**src/hdl/tss_pkg.sv**
```systemverilog
// shared types, codes and constants of the timed stage sequencer
`timescale 1ns / 1ps

package tss_pkg;

    // default table depth
    localparam int STAGES_DEF = 16;

    // widths of the stage pointer and stage count register
    localparam int CUR_W = 5;

    // configuration port
    localparam int PADDR_W = 3;
    localparam logic [PADDR_W-1:0] REG_STAGE_COUNT = 3'd0;
    localparam logic [CUR_W-1:0] STAGE_COUNT_RESET = 5'd1;

    // request opcodes
    typedef enum logic [1:0] {
        OP_UPDATE  = 2'd0,
        OP_WRITE   = 2'd1,
        OP_RESTART = 2'd2,
        OP_NOP     = 2'd3
    } t_op;

    // stage phases, also the action code reported with a callback
    typedef enum logic [1:0] {
        PH_ENTRY = 2'd0,
        PH_RUN   = 2'd1,
        PH_EXIT  = 2'd2
    } t_phase;

    // stage table word selector
    typedef enum logic [2:0] {
        FLD_TIMEOUT  = 3'd0,
        FLD_PERIOD   = 3'd1,
        FLD_COND     = 3'd2,
        FLD_RANGE_LO = 3'd3,
        FLD_RANGE_HI = 3'd4
    } t_field;

    // condition kinds held in the low bits of the condition word
    typedef enum logic [2:0] {
        COND_NONE   = 3'd0,
        COND_BIT    = 3'd1,
        COND_ANY    = 3'd2,
        COND_ACTION = 3'd3,
        COND_RANGE  = 3'd4
    } t_cond_kind;

    // table write request
    typedef struct packed {
        logic        en;
        logic [3:0]  index;
        logic [2:0]  field;
        logic [31:0] value;
    } t_tbl_wr;

    // one stage table entry as read back
    typedef struct packed {
        logic [31:0] timeout;
        logic [31:0] period;
        logic [6:0]  cond;
        logic [31:0] range_lo;
        logic [31:0] range_hi;
    } t_stage_entry;

endpackage

```
**src/hdl/tss_table.sv**
```systemverilog
// stage table memories with registered write-first read of the current stage
`timescale 1ns / 1ps

module tss_table import tss_pkg::*; #(
    parameter int STAGES = STAGES_DEF
) (
    input  logic             i_clk,
    input  t_tbl_wr          i_wr,
    input  logic [CUR_W-1:0] i_rd_addr,
    output t_stage_entry     o_entry
);

    localparam int AW = (STAGES > 1) ? $clog2(STAGES) : 1;

    logic [31:0] r_timeout_mem [0:STAGES-1];
    logic [31:0] r_period_mem  [0:STAGES-1];
    logic [6:0]  r_cond_mem    [0:STAGES-1];
    logic [31:0] r_lo_mem      [0:STAGES-1];
    logic [31:0] r_hi_mem      [0:STAGES-1];

    logic [31:0] r_timeout;
    logic [31:0] r_period;
    logic [6:0]  r_cond;
    logic [31:0] r_lo;
    logic [31:0] r_hi;

    logic [AW+CUR_W-1:0] rd_wide;
    logic [AW+3:0]       wr_wide;
    logic [AW-1:0]       raddr;
    logic [AW-1:0]       waddr;
    logic                wr_ok;
    logic                same;
    logic                we_timeout;
    logic                we_period;
    logic                we_cond;
    logic                we_lo;
    logic                we_hi;

    // address mapping onto the table depth
    assign rd_wide = {{AW{1'b0}}, i_rd_addr};
    assign wr_wide = {{AW{1'b0}}, i_wr.index};
    assign raddr   = rd_wide[AW-1:0];
    assign waddr   = wr_wide[AW-1:0];
    assign wr_ok   = i_wr.en && (32'(i_wr.index) < 32'(STAGES));
    assign same    = (CUR_W'(i_wr.index) == i_rd_addr);

    // field decode of the write request
    always_comb begin
        we_timeout = 1'b0;
        we_period  = 1'b0;
        we_cond    = 1'b0;
        we_lo      = 1'b0;
        we_hi      = 1'b0;
        case (t_field'(i_wr.field))
            FLD_TIMEOUT:  we_timeout = wr_ok;
            FLD_PERIOD:   we_period  = wr_ok;
            FLD_COND:     we_cond    = wr_ok;
            FLD_RANGE_LO: we_lo      = wr_ok;
            FLD_RANGE_HI: we_hi      = wr_ok;
            default: begin
            end
        endcase
    end

    // timeout table
    always_ff @(posedge i_clk) begin
        if (we_timeout) begin
            r_timeout_mem[waddr] <= i_wr.value;
        end
        r_timeout <= (we_timeout && same) ? i_wr.value : r_timeout_mem[raddr];
    end

    // period table
    always_ff @(posedge i_clk) begin
        if (we_period) begin
            r_period_mem[waddr] <= i_wr.value;
        end
        r_period <= (we_period && same) ? i_wr.value : r_period_mem[raddr];
    end

    // condition table
    always_ff @(posedge i_clk) begin
        if (we_cond) begin
            r_cond_mem[waddr] <= i_wr.value[6:0];
        end
        r_cond <= (we_cond && same) ? i_wr.value[6:0] : r_cond_mem[raddr];
    end

    // range low table
    always_ff @(posedge i_clk) begin
        if (we_lo) begin
            r_lo_mem[waddr] <= i_wr.value;
        end
        r_lo <= (we_lo && same) ? i_wr.value : r_lo_mem[raddr];
    end

    // range high table
    always_ff @(posedge i_clk) begin
        if (we_hi) begin
            r_hi_mem[waddr] <= i_wr.value;
        end
        r_hi <= (we_hi && same) ? i_wr.value : r_hi_mem[raddr];
    end

    assign o_entry.timeout  = r_timeout;
    assign o_entry.period   = r_period;
    assign o_entry.cond     = r_cond;
    assign o_entry.range_lo = r_lo;
    assign o_entry.range_hi = r_hi;

endmodule

```
**src/hdl/timed_stage_sequencer.sv**
```systemverilog
// top level of the timed stage sequencer
`timescale 1ns / 1ps

// Request channel: i_in_valid / o_in_stall with op, tick and sampled inputs.
// An update request steps the current stage through entry, run and exit;
// write requests load stage table words, restart requests rewind to stage 0.
// Result channel: o_out_valid / i_out_stall, one result per request.
// Requests pass an input register, then the single-pass stage logic into
// the result register. One request is taken every cycle unless stalled; the
// stage table is read through registered memory ports addressed with the
// next stage pointer, so back-to-back updates see the stage just entered.
// When the receiver stalls, the result register holds and one more request
// is taken into the input register; o_in_stall rises only when both are full.
// The APB port holds stage_count at byte address 0; pready is always high.
// Reset (i_rst_n low, synchronous) empties both registers, sets stage 0 in
// its entry phase and stage_count to 1. Stage table contents are undefined
// until written and must be loaded before the stage that uses them runs.
module timed_stage_sequencer import tss_pkg::*; #(
    parameter int STAGES = STAGES_DEF
) (
    input  logic               i_clk,
    input  logic               i_rst_n,
    // request channel
    input  logic               i_in_valid,
    output logic               o_in_stall,
    input  logic [1:0]         i_op,
    input  logic [63:0]        i_now,
    input  logic               i_exit_request,
    input  logic               i_sampled_bit,
    input  logic               i_sampled_any_bit,
    input  logic [2:0]         i_sampled_bit_action,
    input  logic [31:0]        i_sampled_level,
    input  logic [3:0]         i_stage_index,
    input  logic [2:0]         i_stage_field,
    input  logic [31:0]        i_stage_value,
    // result channel
    output logic               o_out_valid,
    input  logic               i_out_stall,
    output logic               o_call_fires,
    output logic [1:0]         o_action,
    output logic [3:0]         o_stage,
    output logic [63:0]        o_elapsed,
    output logic               o_running,
    // configuration port
    input  logic               psel,
    input  logic               penable,
    input  logic               pwrite,
    input  logic [PADDR_W-1:0] paddr,
    input  logic [31:0]        pwdata,
    output logic [31:0]        prdata,
    output logic               pready
);

    localparam int MAX_USED = (STAGES < 31) ? STAGES : 31;

    // input register
    logic        r_in_valid;
    logic [1:0]  r_in_op;
    logic [63:0] r_in_now;
    logic        r_in_exit;
    logic        r_in_bit;
    logic        r_in_any;
    logic [2:0]  r_in_code;
    logic [31:0] r_in_level;
    logic [3:0]  r_in_index;
    logic [2:0]  r_in_field;
    logic [31:0] r_in_value;

    // result register
    logic        r_out_valid;
    logic        r_out_fires;
    logic [1:0]  r_out_action;
    logic [3:0]  r_out_stage;
    logic [63:0] r_out_elapsed;
    logic        r_out_running;

    // sequencer state
    logic [CUR_W-1:0] r_stage_count;
    logic [CUR_W-1:0] r_cur;
    t_phase           r_phase;
    logic [63:0]      r_start;
    logic [63:0]      r_npt;
    logic [CUR_W-1:0] n_cur;
    t_phase           n_phase;
    logic [63:0]      n_start;
    logic [63:0]      n_npt;

    // result next values
    logic        n_out_fires;
    logic [1:0]  n_out_action;
    logic [3:0]  n_out_stage;
    logic [63:0] n_out_elapsed;
    logic        n_out_running;

    logic         in_accept;
    logic         consume;
    logic         cfg_wr;
    t_tbl_wr      tbl_wr;
    logic [CUR_W-1:0] rd_addr;
    t_stage_entry entry;

    logic [CUR_W-1:0] used;
    logic         finished;
    logic         last_stage;
    logic [64:0]  tmo_sum;
    logic         tmo_hit;
    logic         cond_hit;
    logic         leave;
    t_phase       eff_phase;
    logic         per_on;
    logic         skip;
    logic [63:0]  elapsed;
    logic         has_cb;

    // handshakes
    assign consume    = r_in_valid && (!r_out_valid || !i_out_stall);
    assign o_in_stall = r_in_valid && r_out_valid && i_out_stall;
    assign in_accept  = i_in_valid && !o_in_stall;

    // input register
    always_ff @(posedge i_clk) begin
        if (!i_rst_n) begin
            r_in_valid <= 1'b0;
        end else if (in_accept) begin
            r_in_valid <= 1'b1;
        end else if (consume) begin
            r_in_valid <= 1'b0;
        end
    end

    always_ff @(posedge i_clk) begin
        if (in_accept) begin
            r_in_op    <= i_op;
            r_in_now   <= i_now;
            r_in_exit  <= i_exit_request;
            r_in_bit   <= i_sampled_bit;
            r_in_any   <= i_sampled_any_bit;
            r_in_code  <= i_sampled_bit_action;
            r_in_level <= i_sampled_level;
            r_in_index <= i_stage_index;
            r_in_field <= i_stage_field;
            r_in_value <= i_stage_value;
        end
    end

    // configuration register
    assign cfg_wr = psel && penable && pwrite && pready && (paddr == REG_STAGE_COUNT);
    assign pready = 1'b1;
    assign prdata = (paddr == REG_STAGE_COUNT) ? {{(32-CUR_W){1'b0}}, r_stage_count} : 32'd0;

    always_ff @(posedge i_clk) begin
        if (!i_rst_n) begin
            r_stage_count <= STAGE_COUNT_RESET;
        end else if (cfg_wr) begin
            r_stage_count <= pwdata[CUR_W-1:0];
        end
    end

    // stage table, read at the stage pointer that the next request sees
    assign tbl_wr.en    = consume && (t_op'(r_in_op) == OP_WRITE);
    assign tbl_wr.index = r_in_index;
    assign tbl_wr.field = r_in_field;
    assign tbl_wr.value = r_in_value;
    assign rd_addr      = i_rst_n ? n_cur : '0;

    tss_table #(
        .STAGES(STAGES)
    ) u_table (
        .i_clk    (i_clk),
        .i_wr     (tbl_wr),
        .i_rd_addr(rd_addr),
        .o_entry  (entry)
    );

    // stages in use, at least one and saturated to the table depth
    always_comb begin
        if (r_stage_count == '0) begin
            used = CUR_W'(1);
        end else if (32'(r_stage_count) > MAX_USED) begin
            used = CUR_W'(MAX_USED);
        end else begin
            used = r_stage_count;
        end
    end

    assign finished   = (r_cur >= used);
    assign last_stage = (({1'b0, r_cur} + 6'd1) >= {1'b0, used});
    assign has_cb     = entry.cond[6];
    assign per_on     = (entry.period != 32'd0);

    // timeout, never expires when zero or when start plus timeout overflows
    assign tmo_sum = {1'b0, r_start} + {33'd0, entry.timeout};
    assign tmo_hit = (entry.timeout != 32'd0) && !tmo_sum[64] && (tmo_sum[63:0] <= r_in_now);

    // selected input condition
    always_comb begin
        case (t_cond_kind'(entry.cond[2:0]))
            COND_BIT:    cond_hit = r_in_bit;
            COND_ANY:    cond_hit = r_in_any;
            COND_ACTION: cond_hit = (r_in_code == entry.cond[5:3]);
            COND_RANGE:  cond_hit = (r_in_level >= entry.range_lo)
                                    && (r_in_level <= entry.range_hi);
            default:     cond_hit = 1'b0;
        endcase
    end

    // phase this update acts in, with exit forced by timeout, condition or request
    always_comb begin
        leave     = (r_phase == PH_RUN) && (tmo_hit || cond_hit);
        eff_phase = (leave || r_in_exit) ? PH_EXIT : r_phase;
        skip      = (eff_phase == PH_RUN) && per_on && (r_npt > r_in_now);
        elapsed   = (eff_phase == PH_ENTRY) ? 64'd0 : (r_in_now - r_start);
    end

    // next state
    always_comb begin
        n_cur   = r_cur;
        n_phase = r_phase;
        n_start = r_start;
        n_npt   = r_npt;
        if (consume) begin
            case (t_op'(r_in_op))
                OP_UPDATE: begin
                    if (!finished && !skip) begin
                        case (eff_phase)
                            PH_ENTRY: begin
                                n_start = r_in_now;
                                n_phase = PH_RUN;
                                if (per_on) begin
                                    n_npt = r_in_now;
                                end
                            end
                            PH_RUN: begin
                                if (per_on) begin
                                    n_npt = r_npt + {32'd0, entry.period};
                                end
                            end
                            PH_EXIT: begin
                                n_cur   = r_cur + CUR_W'(1);
                                n_phase = last_stage ? PH_EXIT : PH_ENTRY;
                            end
                            default: begin
                            end
                        endcase
                    end
                end
                OP_RESTART: begin
                    n_cur   = '0;
                    n_phase = PH_ENTRY;
                    n_npt   = 64'd0;
                end
                default: begin
                end
            endcase
        end
    end

    always_ff @(posedge i_clk) begin
        if (!i_rst_n) begin
            r_cur   <= '0;
            r_phase <= PH_ENTRY;
            r_start <= 64'd0;
            r_npt   <= 64'd0;
        end else begin
            r_cur   <= n_cur;
            r_phase <= n_phase;
            r_start <= n_start;
            r_npt   <= n_npt;
        end
    end

    // result of the request in the input register
    always_comb begin
        n_out_fires   = 1'b0;
        n_out_action  = PH_ENTRY;
        n_out_stage   = 4'd0;
        n_out_elapsed = 64'd0;
        n_out_running = !finished;
        case (t_op'(r_in_op))
            OP_UPDATE: begin
                if (finished) begin
                    n_out_running = 1'b0;
                end else begin
                    n_out_fires   = has_cb && !skip;
                    n_out_action  = eff_phase;
                    n_out_stage   = r_cur[3:0];
                    n_out_elapsed = elapsed;
                    n_out_running = !((eff_phase == PH_EXIT) && !skip && last_stage);
                end
            end
            OP_RESTART: begin
                n_out_running = 1'b1;
            end
            default: begin
            end
        endcase
    end

    // result register
    always_ff @(posedge i_clk) begin
        if (!i_rst_n) begin
            r_out_valid <= 1'b0;
        end else if (consume) begin
            r_out_valid <= 1'b1;
        end else if (!i_out_stall) begin
            r_out_valid <= 1'b0;
        end
    end

    always_ff @(posedge i_clk) begin
        if (consume) begin
            r_out_fires   <= n_out_fires;
            r_out_action  <= n_out_action;
            r_out_stage   <= n_out_stage;
            r_out_elapsed <= n_out_elapsed;
            r_out_running <= n_out_running;
        end
    end

    assign o_out_valid  = r_out_valid;
    assign o_call_fires = r_out_fires;
    assign o_action     = r_out_action;
    assign o_stage      = r_out_stage;
    assign o_elapsed    = r_out_elapsed;
    assign o_running    = r_out_running;

`ifndef SYNTHESIS
    // requests are refused only when both registers hold work
    a_stall_full: assert property (@(posedge i_clk) disable iff (!i_rst_n)
        o_in_stall |-> (r_in_valid && r_out_valid))
        else $error("request stalled with a free register");

    // a restart rewinds to the entry of the first stage
    a_restart: assert property (@(posedge i_clk) disable iff (!i_rst_n)
        (consume && (t_op'(r_in_op) == OP_RESTART)) |=> ((r_cur == '0) && (r_phase == PH_ENTRY)))
        else $error("restart did not rewind the sequence");

    // an entry callback always reports zero elapsed ticks
    a_entry_elapsed: assert property (@(posedge i_clk) disable iff (!i_rst_n)
        (r_out_valid && r_out_fires && (r_out_action == PH_ENTRY)) |-> (r_out_elapsed == 64'd0))
        else $error("entry reported nonzero elapsed time");

    // a callback in a result that reports not running can only be the last exit
    a_last_exit: assert property (@(posedge i_clk) disable iff (!i_rst_n)
        (r_out_valid && !r_out_running && r_out_fires) |-> (r_out_action == PH_EXIT))
        else $error("callback fired after the sequence ended");
`endif

endmodule
```
**config.mk**
```make
export PLATFORM = sky130hd
export DESIGN_NAME = timed_stage_sequencer
export DESIGN_NICKNAME = d
export VERILOG_FILES = /design/src/hdl/tss_pkg.sv /design/src/hdl/tss_table.sv /design/src/hdl/timed_stage_sequencer.sv
export SDC_FILE = /design/constraint.sdc
export NUM_CORES = 2
export LEC_CHECK = 0
export BUFFER_PORTS_ARGS = -buffer_cell sky130_fd_sc_hd__buf_2
export CORE_ASPECT_RATIO = 2
export CORE_UTILIZATION = 56
export DETAILED_ROUTE_END_ITERATION = 16
export GPL_TIMING_DRIVEN = 1
export PLACE_DENSITY = 0.76
export SYNTH_ARGS = -nofsm -noshare
export SYNTH_HDL_FRONTEND = slang
export SYNTH_SLANG_ARGS = --single-unit
export TNS_END_PERCENT = 30
```
**constraint.sdc**
```tcl
create_clock -name i_clk -period 10 [get_ports i_clk]
set_input_delay 3 -clock i_clk [delete_from_list [all_inputs] [get_ports i_clk]]
set_output_delay 3 -clock i_clk [all_outputs]
set_load 0.01 [all_outputs]
```
==> impl_results.md <==
- Synthesized area: 114000 um^2
- Leak Pwr: 0.04737 uW
- Max incr delay on CP: 0.74 ns
- Fraction of registers with async set/reset: 0%
- CTS tree: yes
- Hpwl dp: 233700 um
- Seq/Total Area, Yosys: 67.45%
- Final setup viols: 0
- Outcome: completed
- Detailed Routing Iterations Pass 1: 9
- WP depth: 39
- VDD IR max: 171.7 uV
- Total gr overflow: 0
- Most frequent CP cell: buf_4
- Antenna viol nets, final: 0
- Clock transition at path regs: 0.07 ns
- Sequential cell area: 76860 um^2
- Most common cell after layout, fill and taps aside: edfxtp_1
- Io pins: around 290
- NetSw: 5135 uW
- Cell family with most CP delay: compound AO/OA/AOI/OAI gates
- CTS Buf Count: 226
- Setup crit start: r_start[0]
- Hold Crit Depth: 0
- Average vias per placed instance: between 6 and 7
- Startpoint types: flop
- Seq pwr share: between 50% and 60%
- Final Slew Violations: 0
- Max Clock Skew: 0.05772 ns
- Leading cell types in the layout, fill and taps excluded: 2375 x edfxtp_1, 765 x a211oi_1, 761 x a21oi_1, 748 x nand2_1, 530 x buf_4
- Clock Root Buffer: clkbuf_16
- End of the worst hold path: u_table.r_timeout_mem[5][24]
- Nets: 9716
- Design area: 130500 um^2
- Worst-Skew Late Latency: 0.90 ns
- Max H-tree Level: 4
- Die height: 640.0 um
- Core area: 201700 um^2
- P&R area growth vs syn: 14.54%
- Fin crit share: 97.66%
- Slowest cell on crit path: a2111oi_0
- Wire per inst: 29.50 um
- Post-synthesis cell type count: 89
- Row count: 233
- Ys Warns: 0
- Gpl congestion: about 1
- Starting Density: a little under three fifths
- Initial drt markers: 8530
- Net Sw Frac: 22.49%
- Worst slew pin tran: around 1.4 ns
- Global-route wire length before repair: 511800 um
- Internal power: 17700 uW
- Post-route DRC: 0
- Reg2reg path depth: 39
- Pre-CTS setup slack: -0.1317 ns
- GRT Overall Usage: 34.17%
- Vias in the first global route: about 81000
- DIE AREA: 205400 um^2
- Worst path bufs/invs: 10
- Final hold vios: 0
- Share of cells above drive strength 1: roughly 15%
- CP Max Fanout: 46
- Avg Cell Area, Syn: 13.17 um^2
- RSZ-0062 raised after global routing: false
- FF-to-FF End: u_table.r_period[14]
- Fmax achieved: 102.4 MHz
- #FFs+latches synth: around 2700
- Worst setup EP type: flop
- Final WL: between 300000 and 400000 um
- Time the worst path needs with I/O delays and setup: 9.766 ns
- Min-delay worst type: reg -> reg
- Reg-to-reg slack, setup: 0.23 ns
- Critical path class: reg -> reg
- Initial antenna violation count: 13
- Top_reg_cell synth: edfxtp_1
- Setup WS post-layout: 0.2340 ns
- Area of the multi-input gates: 34600 um^2
- Worst Path Required: 10.75 ns
- Worst relative slew slack: 5.056%
- Clock group share of total power: around 40%
- MaxCap Viol Count: 0
- Mapped Cells: 8655
- Vias post-DR: 79740
- Pwr/cell area: 174.9 nW/um^2
- Die X: 321.0 um
- Clock sinks: 2652
- Comb pwr share: 6.2%
- Clock Path Buffers: 4
- Post-synth EDFFs: 2375
- HP Start: r_in_value[24]
- Fillcell total: 14170
- WP data arrival: 10.51 ns
- Worst reg2reg path startpoint: r_start[0]
- Largest net degree at the start of global routing: 144
- Port Buf Inserts: 236
- Placed Area: 122900 um^2
logic make-up after synthesis:
group / count (synthesis) / share of synthesized area, %
DFF: 2652 / 67.45
AOI/OAI and AO/OA: 2414 / 14.06
and+or+nand+nor: 2026 / 8.450
buffers and inverters: 832 / 2.875
adders and majority gates: 334 / 3.687
muxes: 249 / 2.351
xor gates and xnor gates: 146 / 1.122
other: 2 / 0.006590
synth_stat cells (all sizes together) (35+ instances only):
cell type	n	area, um^2
a2111oi	121	1060
a211oi	766	5751
a21o	121	908.4
a21oi	762	3814
a22oi	132	991.0
and2	35	219.0
and3	408	2552
buf	107	555.5
clkbuf	467	1753
dfxtp	277	5545
edfxtp	2375	71320
ha	331	4141
inv	257	964.7
mux2i	217	2172
nand2	750	2815
nand3	67	335.3
nand4	69	431.7
nor2	391	1468
nor3	139	695.7
nor4	69	450.4
o21ai	220	1116
o21bai	36	270.3
xnor2	98	858.3
xor2	48	420.4
layout make-up:
cell class                      count  area share [%]
Clock buffer                      267           4.528
Tap cell                         2702           2.590
Timing Repair Buffer              862           5.433
Sequential cell                  2652           58.88
Antenna cell                        5        0.009585
Clock inverter                    149           1.295
Inverter                          258          0.7563
Multi-Input combinational cell   5197           26.50
metrics by stage:
step	power (uW)	setup TNS, ns	hold WS, ns	instances	util [%]
final	22830	0	0.4878	12090	64.70
after global routing	23360	0	0.4920	12090	64.70
after CTS	22850	0	0.4977	12090	64.68
after detailed placement	13900	-0.1317	0.4757	11670	60.91
after global placement	13860	0	0.4589	11670	60.91
after floorplan	13290	0	0.4507	8681	-
power groups by stage:
| stage | registers, uW | clock network (uW) | logic, uW |
|---|---|---|---|
| global placement | 12500 | 0 | 1330 |
| CTS | 12300 | 9190 | 1380 |
| finish | 12300 | 9140 | 1410 |
| floorplan | 12500 | 0 | 744 |
| global route | 12300 | 9560 | 1510 |
| detailed placement | 12500 | 0 | 1370 |
worst reg2reg max path, delay by kind of cell (launching register included):
| kind | cells | cell delay (ns) |
|---|---|---|
| compound gates | 16 | 4.40 |
| xor+xnor | 1 | 0.17 |
| simple gates | 9 | 1.84 |
| fa+ha+maj | 3 | 0.87 |
| flops | 1 | 0.37 |
| buf+inv | 10 | 1.97 |
layer usage:
layer	GRT usage [%]	vias to the layer above	routed length, um
li1	-	34390	-
met1	34.86	38820	110300
met2	59.63	4931	178800
met3	4.919	1603	28570
met4	32.34	2	39040
met5	0	-	13
sequential cells by signal, indices dropped and copies added, names as in the netlist, 3 cells and up:
register,cells
o_elapsed,64
o_stage,4
r_cur,5
r_in_code,3
r_in_field,3
r_in_index,4
r_in_level,32
r_in_now,64
r_in_value,32
r_npt,64
r_stage_count,5
r_start,64
u_table.r_cond,7
u_table.r_cond_mem,112
u_table.r_hi,32
u_table.r_hi_mem,512
u_table.r_lo,32
u_table.r_lo_mem,512
u_table.r_period,32
u_table.r_period_mem,512
u_table.r_timeout,32
u_table.r_timeout_mem,512
worst max-delay path by stage:
stage	slack, ns	end
after floorplan	1.88	u_table.r_lo[13]
after global routing	0.05	u_table.r_lo[27]
after global placement	0.02	u_table.r_period[27]
final	0.23	u_table.r_period[14]
after CTS	0.02	u_table.r_period[27]
after detailed placement	-0.13	u_table.r_period[27]
repair_timing:
action                                  in CTS  in global routing
endpoints found under the setup margin       2                 76
buffers inserted                             0                  1
pin swaps                                    0                  1
hold buffers                                 0                  0
resized for setup                            2                 13
Power figures use the tool's default switching activity.
